===== config.mk =====
export PLATFORM = sky130hd
export DESIGN_NAME = pid_queue
export DESIGN_NICKNAME = d
export VERILOG_FILES = /design/src/hdl/pid_pkg.sv /design/src/hdl/pid_queue.sv
export SDC_FILE = /design/constraint.sdc
export NUM_CORES = 1
export LEC_CHECK = 0
export ABC_AREA = 1
export BUFFER_PORTS_ARGS = -buffer_cell sky130_fd_sc_hd__buf_2
export CAP_MARGIN = 20
export CORE_UTILIZATION = 30
export CTS_CLUSTER_SIZE = 8
export DETAILED_ROUTE_END_ITERATION = 7
export SYNTH_ARGS = -nofsm -noshare
export SYNTH_HDL_FRONTEND = slang
export SYNTH_SLANG_ARGS = --single-unit

===== constraint.sdc =====
create_clock -name clk -period 3.53 [get_ports clk]
set_clock_uncertainty 0.15 [all_clocks]
set_input_delay 0.1765 -clock clk [delete_from_list [all_inputs] [get_ports clk]]
set_output_delay 0.1765 -clock clk [all_outputs]
set_load 0.01 [all_outputs]

===== src/hdl/pid_pkg.sv =====
// Shared types and codes of the palette image decoder.
package pid_pkg;

  localparam int CODE_W  = 32;
  localparam int COLOR_W = 24;
  localparam int INDEX_W = 24;
  localparam int VALUE_W = 32;
  localparam int CFG_W   = 13;

  localparam logic [1:0] CMD_HEADER  = 2'd0;
  localparam logic [1:0] CMD_PALETTE = 2'd1;
  localparam logic [1:0] CMD_PIXEL   = 2'd2;

  localparam logic [1:0] ST_OK      = 2'd0;
  localparam logic [1:0] ST_HDR_BAD = 2'd1;
  localparam logic [1:0] ST_MISS    = 2'd2;

  localparam logic [1:0] CFG_IMAGE_WIDTH  = 2'd0;
  localparam logic [1:0] CFG_IMAGE_HEIGHT = 2'd1;
  localparam logic [1:0] CFG_COLOR_COUNT  = 2'd2;
  localparam logic [1:0] CFG_CODE_CHARS   = 2'd3;

  typedef struct packed {
    logic [12:0] image_width;
    logic [12:0] image_height;
    logic [8:0]  color_count;
    logic [2:0]  code_chars;
  } cfg_t;

  typedef struct packed {
    logic [1:0]         cmd;
    logic [CODE_W-1:0]  code;
    logic [COLOR_W-1:0] color;
    logic               hdr_bad;
  } item_t;

  typedef struct packed {
    logic [1:0]         status;
    logic               pixel_valid;
    logic [INDEX_W-1:0] pixel_index;
    logic [VALUE_W-1:0] pixel_value;
  } res_t;

endpackage


===== src/hdl/pid_queue.sv =====
// Two-entry request queue between front and back end.
module pid_queue
  import pid_pkg::*;
(
  input  logic  clk,
  input  logic  rst_n,
  input  logic  push,
  input  item_t push_item,
  input  logic  pop,
  output logic  full,
  output logic  valid,
  output item_t head
);

  item_t       entry_r [2];
  logic        wr_ptr_r, wr_ptr_nxt;
  logic        rd_ptr_r, rd_ptr_nxt;
  logic [1:0]  count_r, count_nxt;
  logic        do_pop;

  assign full   = count_r == 2'd2;
  assign valid  = count_r != 2'd0;
  assign head   = entry_r[rd_ptr_r];
  assign do_pop = pop && valid;

  always_comb begin
    wr_ptr_nxt = push ? !wr_ptr_r : wr_ptr_r;
    rd_ptr_nxt = do_pop ? !rd_ptr_r : rd_ptr_r;
    count_nxt  = count_r + 2'(push) - 2'(do_pop);
  end

  always_ff @(posedge clk) begin
    if (!rst_n) begin
      wr_ptr_r <= 1'b0;
      rd_ptr_r <= 1'b0;
      count_r  <= 2'd0;
    end else begin
      wr_ptr_r <= wr_ptr_nxt;
      rd_ptr_r <= rd_ptr_nxt;
      count_r  <= count_nxt;
    end
  end

  always_ff @(posedge clk) begin
    if (push) begin
      entry_r[wr_ptr_r] <= push_item;
    end
  end

endmodule


==> flow_metrics.tcl <==
set metrics [dict create \
    cts_resized 0 \
    crit_buf_inv 1 \
    final_common_cell "buf_2" \
    power_density_nw_per_um2 611.5 \
    tightest_slew_ns 0.9380 \
    rr_worst_depth 8 \
    slew_headroom_pct 37.32 \
    critPathMaxFanout 59 \
    portBuffers 123 \
    outcome "finished with violations" \
    endpoint_kind "primary output" \
    path_delay_family "flip-flops" \
    p_sw_mw 0.9602 \
    p_total_mw 3.987 \
    clock-sinks 123 \
    syn2layout_area_growth_pct 43.59 \
    grt_use_total_pct 11.95 \
    comb_power_share_pct 16.9 \
    fin_tns_setup_ns 0 \
    start_util_pct 31.01 \
    critPathRequiredTime_ns 3.20 \
    initialDrtViolationCount 125 \
    drcViolationCount 20 \
    grt_pass1_wl_mm 13.81 \
    power_frac_clock_pct 37.6 \
    clk_pin_slew_ns 0.05 \
    internal_power_mw 3.026 \
    cts_hold_buf 63 \
    final_antenna_net_count 0 \
    wl_mm 8.686 \
    worstPathArrival_ns 1.94 \
    diodes 0 \
    die_area_um2 15630 \
    first_pass_iters 6 \
    drive_gt1_share_pct 48.96 \
    antenna_found_initial 0 \
    critical_path.max_stage_delay_ns 0.92 \
    clk_latency_ns 0.41 \
    design_area_um2 6520 \
    placed_cell_area_um2 5375 \
    row_count 44 \
    hold_path.class "in2reg" \
    syn_avg_cell_area_um2 20.64 \
    syn_inst 220 \
    postCtsSetupRepairBufs 0 \
    hold_start "push_item[38]" \
    setup_viol 0 \
    cts_tree "yes" \
    timing_max_transition_violations_final 0 \
    vias 2594 \
    critPathSlowestCell "dfxtp_4" \
    clk_path_buf_depth 2 \
    peakVddDrop_mv 0.4461 \
    grt_pass1_vias 2802 \
    leakage_nw 2.525 \
    period_minus_slack_ns 2.264 \
    die_height_um 125.0 \
    h-tree-depth 4 \
    rr_startpoint "count_r[1]$_SDFF_PN0_" \
    ys_types 13 \
    hold_violations 0 \
    wl_per_cell_um 14.08 \
    synth.ff_latch_count 123 \
    grt_max_degree 60 \
    whs_path_depth 2 \
    die_w_um 125.0 \
    max_cap_viol_count 0 \
    seq_power_share_pct 45.5 \
    seq_area_frac_synth_pct 80.24 \
    finalCritPeriodShare_pct 64.13 \
    cp.depth 2 \
    synth_fp_nets 285 \
    critPathKind "reg2out" \
    finalWeightedCongestion 0.6435 \
    vias_per_cell 4.204 \
    dpl.hpwl_mm 5.267 \
    rsz0062_at_grt "no" \
    layout_common_cells "123 x buf_2, 118 x edfxtp_1, 63 x dlygate4sd3_1" \
    cts_made_buffers 17 \
    num_io_pins 124 \
    path_cells "mux2_2, buf_2" \
    ys_warn_count 0 \
    violations "DRC" \
    synth_area_um2 4541 \
    max_freq_mhz 441.8 \
    clock-root-buffer "clkbuf_16" \
    critPathLaunchType "register" \
    switching_share_pct 24.09 \
    utilization_pct 44.52 \
    timing.hold.ws_ns 0.3421 \
    core_area_um2 14640 \
    grt_overflow_total 0 \
    nNetsFinal 486 \
]
metal layers:
layer	global-route usage, %	wire, µm
met5	0	0
met4	4.519	70
met3	5.563	520
met2	20.21	4404
met1	13.08	3691
worst register-to-register path: cells and delay by family, from the launching register on:
family        cells  cell delay, ns
fa+ha+maj         2            0.53
buf+inv           3            0.62
flops             1            0.32
simple gates      3            0.24
worst paths after layout:
path	slack (ns)	to
worst max-delay path	1.27	head[39]
worst min register to register	0.37	register
worst max register to register	1.58	count_r[0]$_SDFF_PN0_
worst min-delay path	0.34	entry_r[1][38]$_DFFE_PP_
Yosys cell counts:
cell type | count | area, µm²
buf_2 | 4 | 20.02
nand3_1 | 2 | 10.01
mux2_2 | 49 | 551.8
dfxtp_1 | 5 | 100.1
mux2_4 | 10 | 150.1
buf_6 | 2 | 22.52
ha_1 | 2 | 25.02
inv_1 | 8 | 30.03
a21oi_1 | 1 | 5.000
nand2_1 | 8 | 30.03
nor2_1 | 10 | 37.54
buf_8 | 1 | 15.01
edfxtp_1 | 118 | 3543
sequential cells by signal, indices dropped and copies added, names as in the netlist, named ones only:
| name | flops |
|---|---|
| rd_ptr_r | 1 |
| entry_r | 118 |
| wr_ptr_r | 1 |
| count_r | 2 |
layout make-up:
class | count | area [µm²]
inverter | 8 | 30.03
clock inverter | 13 | 85.08
multi-input combinational | 82 | 817.0
sequential | 123 | 3647
fill | 1304 | 8124
timing repair buffer | 189 | 1281
tap | 184 | 230.2
clock buffer | 18 | 429.2
power groups by stage:
stage	clock [mW]	combinational, mW	sequential (mW)
floorplan	0	0.469	1.76
global placement	0	0.608	1.84
detailed placement	0	0.617	1.85
CTS	1.54	0.681	1.82
global route	1.61	0.736	1.83
finish	1.50	0.675	1.81
cell families (layout without fill, tap and decap cells):
family | Yosys count | after routing | synth area share [%]
flops | 123 | 123 | 80.24
fa+ha+maj | 2 | 2 | 0.5510
mux | 59 | 59 | 15.46
simple gates | 20 | 20 | 1.709
compound gates | 1 | 1 | 0.1101
buf+inv | 15 | 228 | 1.929
through the flow:
stage | instances | setup WS, ns
6_report | 617 | 1.266
5_1_grt | 617 | 1.130
4_1_cts | 617 | 1.187
3_5_place_dp | 523 | 1.614
3_3_place_gp | 523 | 1.649
2_1_floorplan | 220 | 0.1139
No activity file was read; power rests on OpenSTA's default activity.
