### config.mk
export PLATFORM = sky130hd
export DESIGN_NAME = pid_front
export DESIGN_NICKNAME = d
export VERILOG_FILES = /design/src/hdl/pid_pkg.sv /design/src/hdl/pid_front.sv
export SDC_FILE = /design/constraint.sdc
export NUM_CORES = 1
export LEC_CHECK = 0
export ABC_AREA = 1
export BUFFER_PORTS_ARGS = -buffer_cell sky130_fd_sc_hd__buf_2
export CAP_MARGIN = 10
export CORE_AREA = 5 5 94 96
export DETAILED_ROUTE_END_ITERATION = 12
export DIE_AREA = 0 0 99 101
export PLACE_DENSITY = 0.73
export SKIP_LAST_GASP = 1
export SYNTH_ARGS = -nofsm -noshare
export SYNTH_HDL_FRONTEND = slang
export SYNTH_SLANG_ARGS = --single-unit
export TNS_END_PERCENT = 20
### constraint.sdc
create_clock -name vclk -period 0.8
set_input_delay 0.04 -clock vclk [all_inputs]
set_output_delay 0.04 -clock vclk [all_outputs]
set_load 0.02 [all_outputs]
### src/hdl/pid_pkg.sv
// Shared types and codes of the palette image decoder.
package pid_pkg;

  localparam int CODE_W  = 32;
  localparam int COLOR_W = 24;
  localparam int INDEX_W = 24;
  localparam int VALUE_W = 32;
  localparam int CFG_W   = 13;

  localparam logic [1:0] CMD_HEADER  = 2'd0;
  localparam logic [1:0] CMD_PALETTE = 2'd1;
  localparam logic [1:0] CMD_PIXEL   = 2'd2;

  localparam logic [1:0] ST_OK      = 2'd0;
  localparam logic [1:0] ST_HDR_BAD = 2'd1;
  localparam logic [1:0] ST_MISS    = 2'd2;

  localparam logic [1:0] CFG_IMAGE_WIDTH  = 2'd0;
  localparam logic [1:0] CFG_IMAGE_HEIGHT = 2'd1;
  localparam logic [1:0] CFG_COLOR_COUNT  = 2'd2;
  localparam logic [1:0] CFG_CODE_CHARS   = 2'd3;

  typedef struct packed {
    logic [12:0] image_width;
    logic [12:0] image_height;
    logic [8:0]  color_count;
    logic [2:0]  code_chars;
  } cfg_t;

  typedef struct packed {
    logic [1:0]         cmd;
    logic [CODE_W-1:0]  code;
    logic [COLOR_W-1:0] color;
    logic               hdr_bad;
  } item_t;

  typedef struct packed {
    logic [1:0]         status;
    logic               pixel_valid;
    logic [INDEX_W-1:0] pixel_index;
    logic [VALUE_W-1:0] pixel_value;
  } res_t;

endpackage

### src/hdl/pid_front.sv
// Front end: takes requests, converts palette text and checks headers.
module pid_front
  import pid_pkg::*;
(
  input  logic        start,
  input  logic        q_full,
  input  cfg_t        cfg,
  input  logic [1:0]  in_command,
  input  logic [31:0] in_code,
  input  logic [47:0] in_hex_text,
  input  logic [15:0] in_header_width,
  input  logic [15:0] in_header_height,
  input  logic [15:0] in_header_colors,
  input  logic [15:0] in_header_chars,
  output logic        busy,
  output logic        q_push,
  output item_t       q_item
);

  function automatic logic [3:0] hex_digit(input logic [7:0] b);
    logic [7:0] d;
    if (b >= 8'h30 && b <= 8'h39) begin
      d = b - 8'h30;
    end else if (b >= 8'h61 && b <= 8'h66) begin
      d = b - 8'h61 + 8'd10;
    end else if (b >= 8'h41 && b <= 8'h46) begin
      d = b - 8'h41 + 8'd10;
    end else begin
      d = b;
    end
    return d[3:0];
  endfunction

  logic [COLOR_W-1:0] color;

  always_comb begin
    for (int k = 0; k < 6; k++) begin
      color[4*k +: 4] = hex_digit(in_hex_text[8*k +: 8]);
    end
  end

  assign busy   = q_full;
  assign q_push = start && !q_full;

  always_comb begin
    q_item.cmd     = in_command;
    q_item.code    = in_code;
    q_item.color   = color;
    q_item.hdr_bad = (in_header_width  != 16'(cfg.image_width))
                  || (in_header_height != 16'(cfg.image_height))
                  || (in_header_colors != 16'(cfg.color_count))
                  || (in_header_chars  != 16'(cfg.code_chars));
  end

endmodule

==> impl_results.md, run 1 <==
* Share of the synthesized area in the top cell type at 0.2346
* Vias in the first global route at 2494
* Cts hold-fix bufs at 0
* Max transition margin at 0.8495
* Critical path cell sequence: buf_2, inv_2, ha_4, nor2_2, nand2_2, nand4_1, xnor2_2, buf_4
* Core Area at 7969 um^2
* I/O pin total at 247
* Post-layout instance count excluding filler cells at 639
* Failing checks: setup timing
* Critical path launch point: in_hex_text[1]
* DP Area at 2938 um^2
* 1st-iter DRT viols at 31
* First-pass GRT wire length at 10110 um
* Worst setup margin at -0.2191 ns
* Drt drc at 0
* Final hold vios at 0
* Detailed-route via count at 2596
* PD cells at 454.3 nW/um^2
* GRT Overall Usage at 0.1169
* Global route total overflow at 0
* Worst slew pin tran at 0.2250 ns
* Die Y at 101 um
* Seq Cell Count at 0
* Critical path's largest stage delay at 0.18 ns
* Buf/Inv on CP at 3
* CP endpoint kind: primary output
* # diodes at 0
* Crit path max-delay family: buffers and inverters
* Crit path required time at 0.76 ns
* CP Launch Type: input port
* Routability Congestion at 0.8730
* Post-Synthesis Mean Instance Area at 5.128 um^2
* Antenna Nets Post-Route at 0
* Row cnt at 33
* Initial Util at 0.2349
* Die Wd at 99 um
* HPWL after detailed placement at 5802 um
* CP Max Fanout at 3
* Peak supply drop at 204.0 uV
* Syn nets at 569
* Setup Viol. Count Final at 25
* Min-delay src: in_code[5]
* Fillers at 807
* Largest area contributor in the netlist: nand2_1
* Yosys cell types at 18
* Clock buffers at 0
* Fmax at 0.9812 GHz
* Final Max Tran Viols at 0
* Cells after DPL at 633
* Synth Warn # at 0
* Area growth from synthesis to layout at 80.55%
* LEAKAGE at 2.028 nW
* Drt wl/cell at 10.54 um
* Status: finished with violations
* Minimum clock period at 1.019 ns
* DRT Pass-1 Iters at 5
* Layout cells sized above 1 at 0.5206
* Storage cell area at 0 um^2
* IO buf count at 173
* Vias per cell at 4.063
* Routed WL at 6738 um
* Initial antenna violation count at 0
* RSZ-0062 raised after global routing: true
* Worst EP arrival at 0.98 ns
* Max-Cap Viols at 0
* Mapped Cells at 365
* Final #Nets at 740
* Sequential fraction of the synthesis area at 0
* Die footprint at 9999 um^2
* Top cells by area, synth: nand2_1 (23%), inv_1 (18%), buf_4 (14%)
* Mapped Area at 1872 um^2
* Final Cycle Share at 1.274
* Core Util, Final at 0.4241
* Largest net degree at the start of global routing at 6
* Hold/Removal Path Class: input port to primary output
* Max stage delay cell, worst path: xnor2_2
* Final Instance Area at 3379 um^2
* Setup Crit Path Kind: input port to primary output
## power by group
part	internal, mW	switching, mW	total [mW]
sequential	0	0	0
clock	0	0	0
combinational	0.786	0.749	1.54
total	0.786	0.749	1.54
## worst paths after layout
kind | to | slack (ns) | cells after the start
hold / removal | q_item[30] | 0.08 | 0
setup / recovery | q_item[3] | -0.22 | 8
## what timing repair did
item | 4_1_cts | 5_1_grt
setup buffers | 2 | 4
pin swaps | 14 | 35
gates resized for setup | 41 | 73
setup endpoints to repair | 25 | 25
## cell families (layout without fill, tap and decap cells)
family,after synthesis,in the layout,share of synthesized area
simple gates,191,191,0.4298
buf+inv,126,295,0.3229
xor+xnor,19,19,0.08890
fa+ha+maj,18,18,0.1203
compound gates,11,11,0.03810
## cells in the mapped netlist
library cell / instances
ha_1: 18
nor2_2: 1
xnor2_1: 13
inv_1: 89
nor2_1: 41
a31oi_4: 1
o21ai_1: 2
xor2_1: 6
nand2_1: 117
nand3b_1: 1
nand3_1: 15
o21ai_0: 4
a21oi_1: 4
nor3_2: 5
inv_2: 2
buf_4: 35
nand4_1: 10
nand3_2: 1
## cells in the final DEF, fill, tap and decap left out, types with 6 or more instances in the layout
cell,count
ha_1,7
buf_6,20
ha_4,6
nor2_1,30
xnor2_1,8
nor2_2,7
nand2_2,6
inv_1,75
buf_2,143
inv_2,10
buf_4,39
nand3_1,9
nand4_1,10
nand2_1,109
## cell type report
cell class	instances	area (um^2)	area share
Tap cell	105	131.4	0.03887
Timing Repair Buffer	204	1264	0.3739
Multi-Input combinational cell	239	1623	0.4802
Inverter	91	361.6	0.1070
## metrics by stage
step                hold slack [ns]  TNS, ns  worst slack, ns  power, mW
global placement            0.08014   -5.151          -0.2611      1.262
detailed placement          0.08014   -6.008          -0.3307      1.293
floorplan                    0.1598  -0.6312         -0.06376     0.8530
finish                      0.08001   -3.686          -0.2191      1.535
CTS                         0.08014   -5.096          -0.2726      1.391
global route                0.08003   -5.445          -0.2669      1.707
## routing by layer
metal | wire (um) | vias to the layer above | GRT usage
met5 | 0 | - | 0
met4 | 152 | 0 | 0.02731
met3 | 695 | 18 | 0.02561
met2 | 3702 | 120 | 0.2474
li1 | - | 1371 | -
met1 | 2187 | 1087 | 0.1117
Power figures use the tool's default switching activity.
==> run 2: changes to the inputs <==
PLACE_DENSITY = unset   (was 0.73)
==> impl_results.md, run 2 (same netlist as run 1, synthesis figures left out) <==
* First-pass GRT wire length at 10360 um
* Crit path required time at 0.76 ns
* Status: finished with violations
* LEAKAGE at 2.004 nW
* Worst setup margin at -0.2466 ns
* HPWL after detailed placement at 5888 um
* Post-layout instance count excluding filler cells at 636
* 1st-iter DRT viols at 28
* CP Max Fanout at 3
* Max stage delay cell, worst path: nor3_2
* I/O pin total at 247
* Initial Util at 0.2349
* Drt drc at 0
* Critical path cell sequence: buf_2, inv_2, nand2_1, nor3_2, nand4_1, xnor2_2, buf_4
* Post-Place Setup Slack at -0.3328 ns
* Row cnt at 33
* Clock buffers at 0
* Buf/Inv on CP at 3
* Die Wd at 99 um
* Worst slew pin tran at 0.2801 ns
* Drt wl/cell at 10.63 um
* Vias per cell at 4.022
* Fillers at 854
* Minimum clock period at 1.047 ns
* Max-Cap Viols at 0
* Die Y at 101 um
* RSZ-0062 raised after global routing: true
* Crit path max-delay family: simple AND/OR/NAND/NOR gates
* Setup Crit Path Kind: input port to primary output
* Final Instance Area at 3326 um^2
* IO buf count at 173
* Vias in the first global route at 2494
* Seq Cell Count at 0
* Core Util, Final at 0.4173
* Storage cell area at 0 um^2
* Detailed-route via count at 2558
* Final hold vios at 0
* Critical path's largest stage delay at 0.23 ns
* Final Max Tran Viols at 0
* Hold worst-path end: q_item[51]
* Cells after DPL at 633
* Fmax at 0.9555 GHz
* Antenna Nets Post-Route at 0
* Max transition margin at 0.8122
* Largest net degree at the start of global routing at 6
* Routability Congestion at 0.8119
* Hold/Removal Path Class: input port to primary output
* Area growth from synthesis to layout at 77.67%
* CP Launch Type: input port
* Global route total overflow at 0
* DP Area at 2938 um^2
* Failing checks: setup timing
* Hold Path Stages at 0
* Total power at 1.516 mW
* Core Area at 7969 um^2
* Min-delay src: in_code[26]
* CP endpoint kind: primary output
* Final Cycle Share at 1.308
* Peak supply drop at 226.7 uV
* Setup Viol. Count Final at 25
* Cts hold-fix bufs at 0
* GRT Overall Usage at 0.1200
* DRT Pass-1 Iters at 4
* # diodes at 0
* Commonest cells after routing, fill and taps aside: buf_2 (143), nand2_1 (108), inv_1 (76)
* Routed WL at 6759 um
* Layout cells sized above 1 at 0.5104
* Final #Nets at 737
* Commonest non-fill, non-tap cell in the layout: buf_2
* Initial antenna violation count at 0
* Worst EP arrival at 1.01 ns
* Die footprint at 9999 um^2
* PD cells at 455.8 nW/um^2
-- run 2: metrics by stage --
step	setup TNS [ns]	hold WS, ns
finish	-3.887	0.08001
global route	-5.745	0.08003
CTS	-4.409	0.08014
detailed placement	-5.973	0.08014
global placement	-5.287	0.08014
floorplan	-0.6312	0.1598
-- run 2: power by group --
part	total, mW	internal, mW	switching (mW)
sequential	0	0	0
combinational	1.52	0.776	0.740
clock	0	0	0
-- run 2: how the worst max path moves through the flow --
stage	end	from	depth (start not counted)
2_1_floorplan	q_item[2]	in_hex_text[1]	7
3_3_place_gp	q_item[19]	in_hex_text[32]	7
3_5_place_dp	q_item[13]	in_hex_text[25]	9
4_1_cts	q_item[23]	in_hex_text[47]	7
5_1_grt	q_item[7]	in_hex_text[11]	7
6_report	q_item[7]	in_hex_text[11]	7
-- run 2: repair_timing --
| action | CTS | global route |
|---|---|---|
| setup endpoints to repair | 25 | 25 |
| setup buffers | 3 | 0 |
| gates resized for setup | 62 | 44 |
| pin swaps | 26 | 23 |
-- run 2: area by class of cell --
type,instances,area (um^2),share of cell area
Timing Repair Buffer,201,1237,0.3721
Tap cell,105,131.4,0.03950
Multi-Input combinational cell,239,1603,0.4819
Inverter,91,354.1,0.1065
-- run 2: routing by layer --
metal	GRT usage	routed length [um]	up-vias
li1	-	-	1361
met4	0.02206	147	0
met5	0	0	-
met1	0.1293	2360	1053
met2	0.2361	3542	116
met3	0.02976	709	28
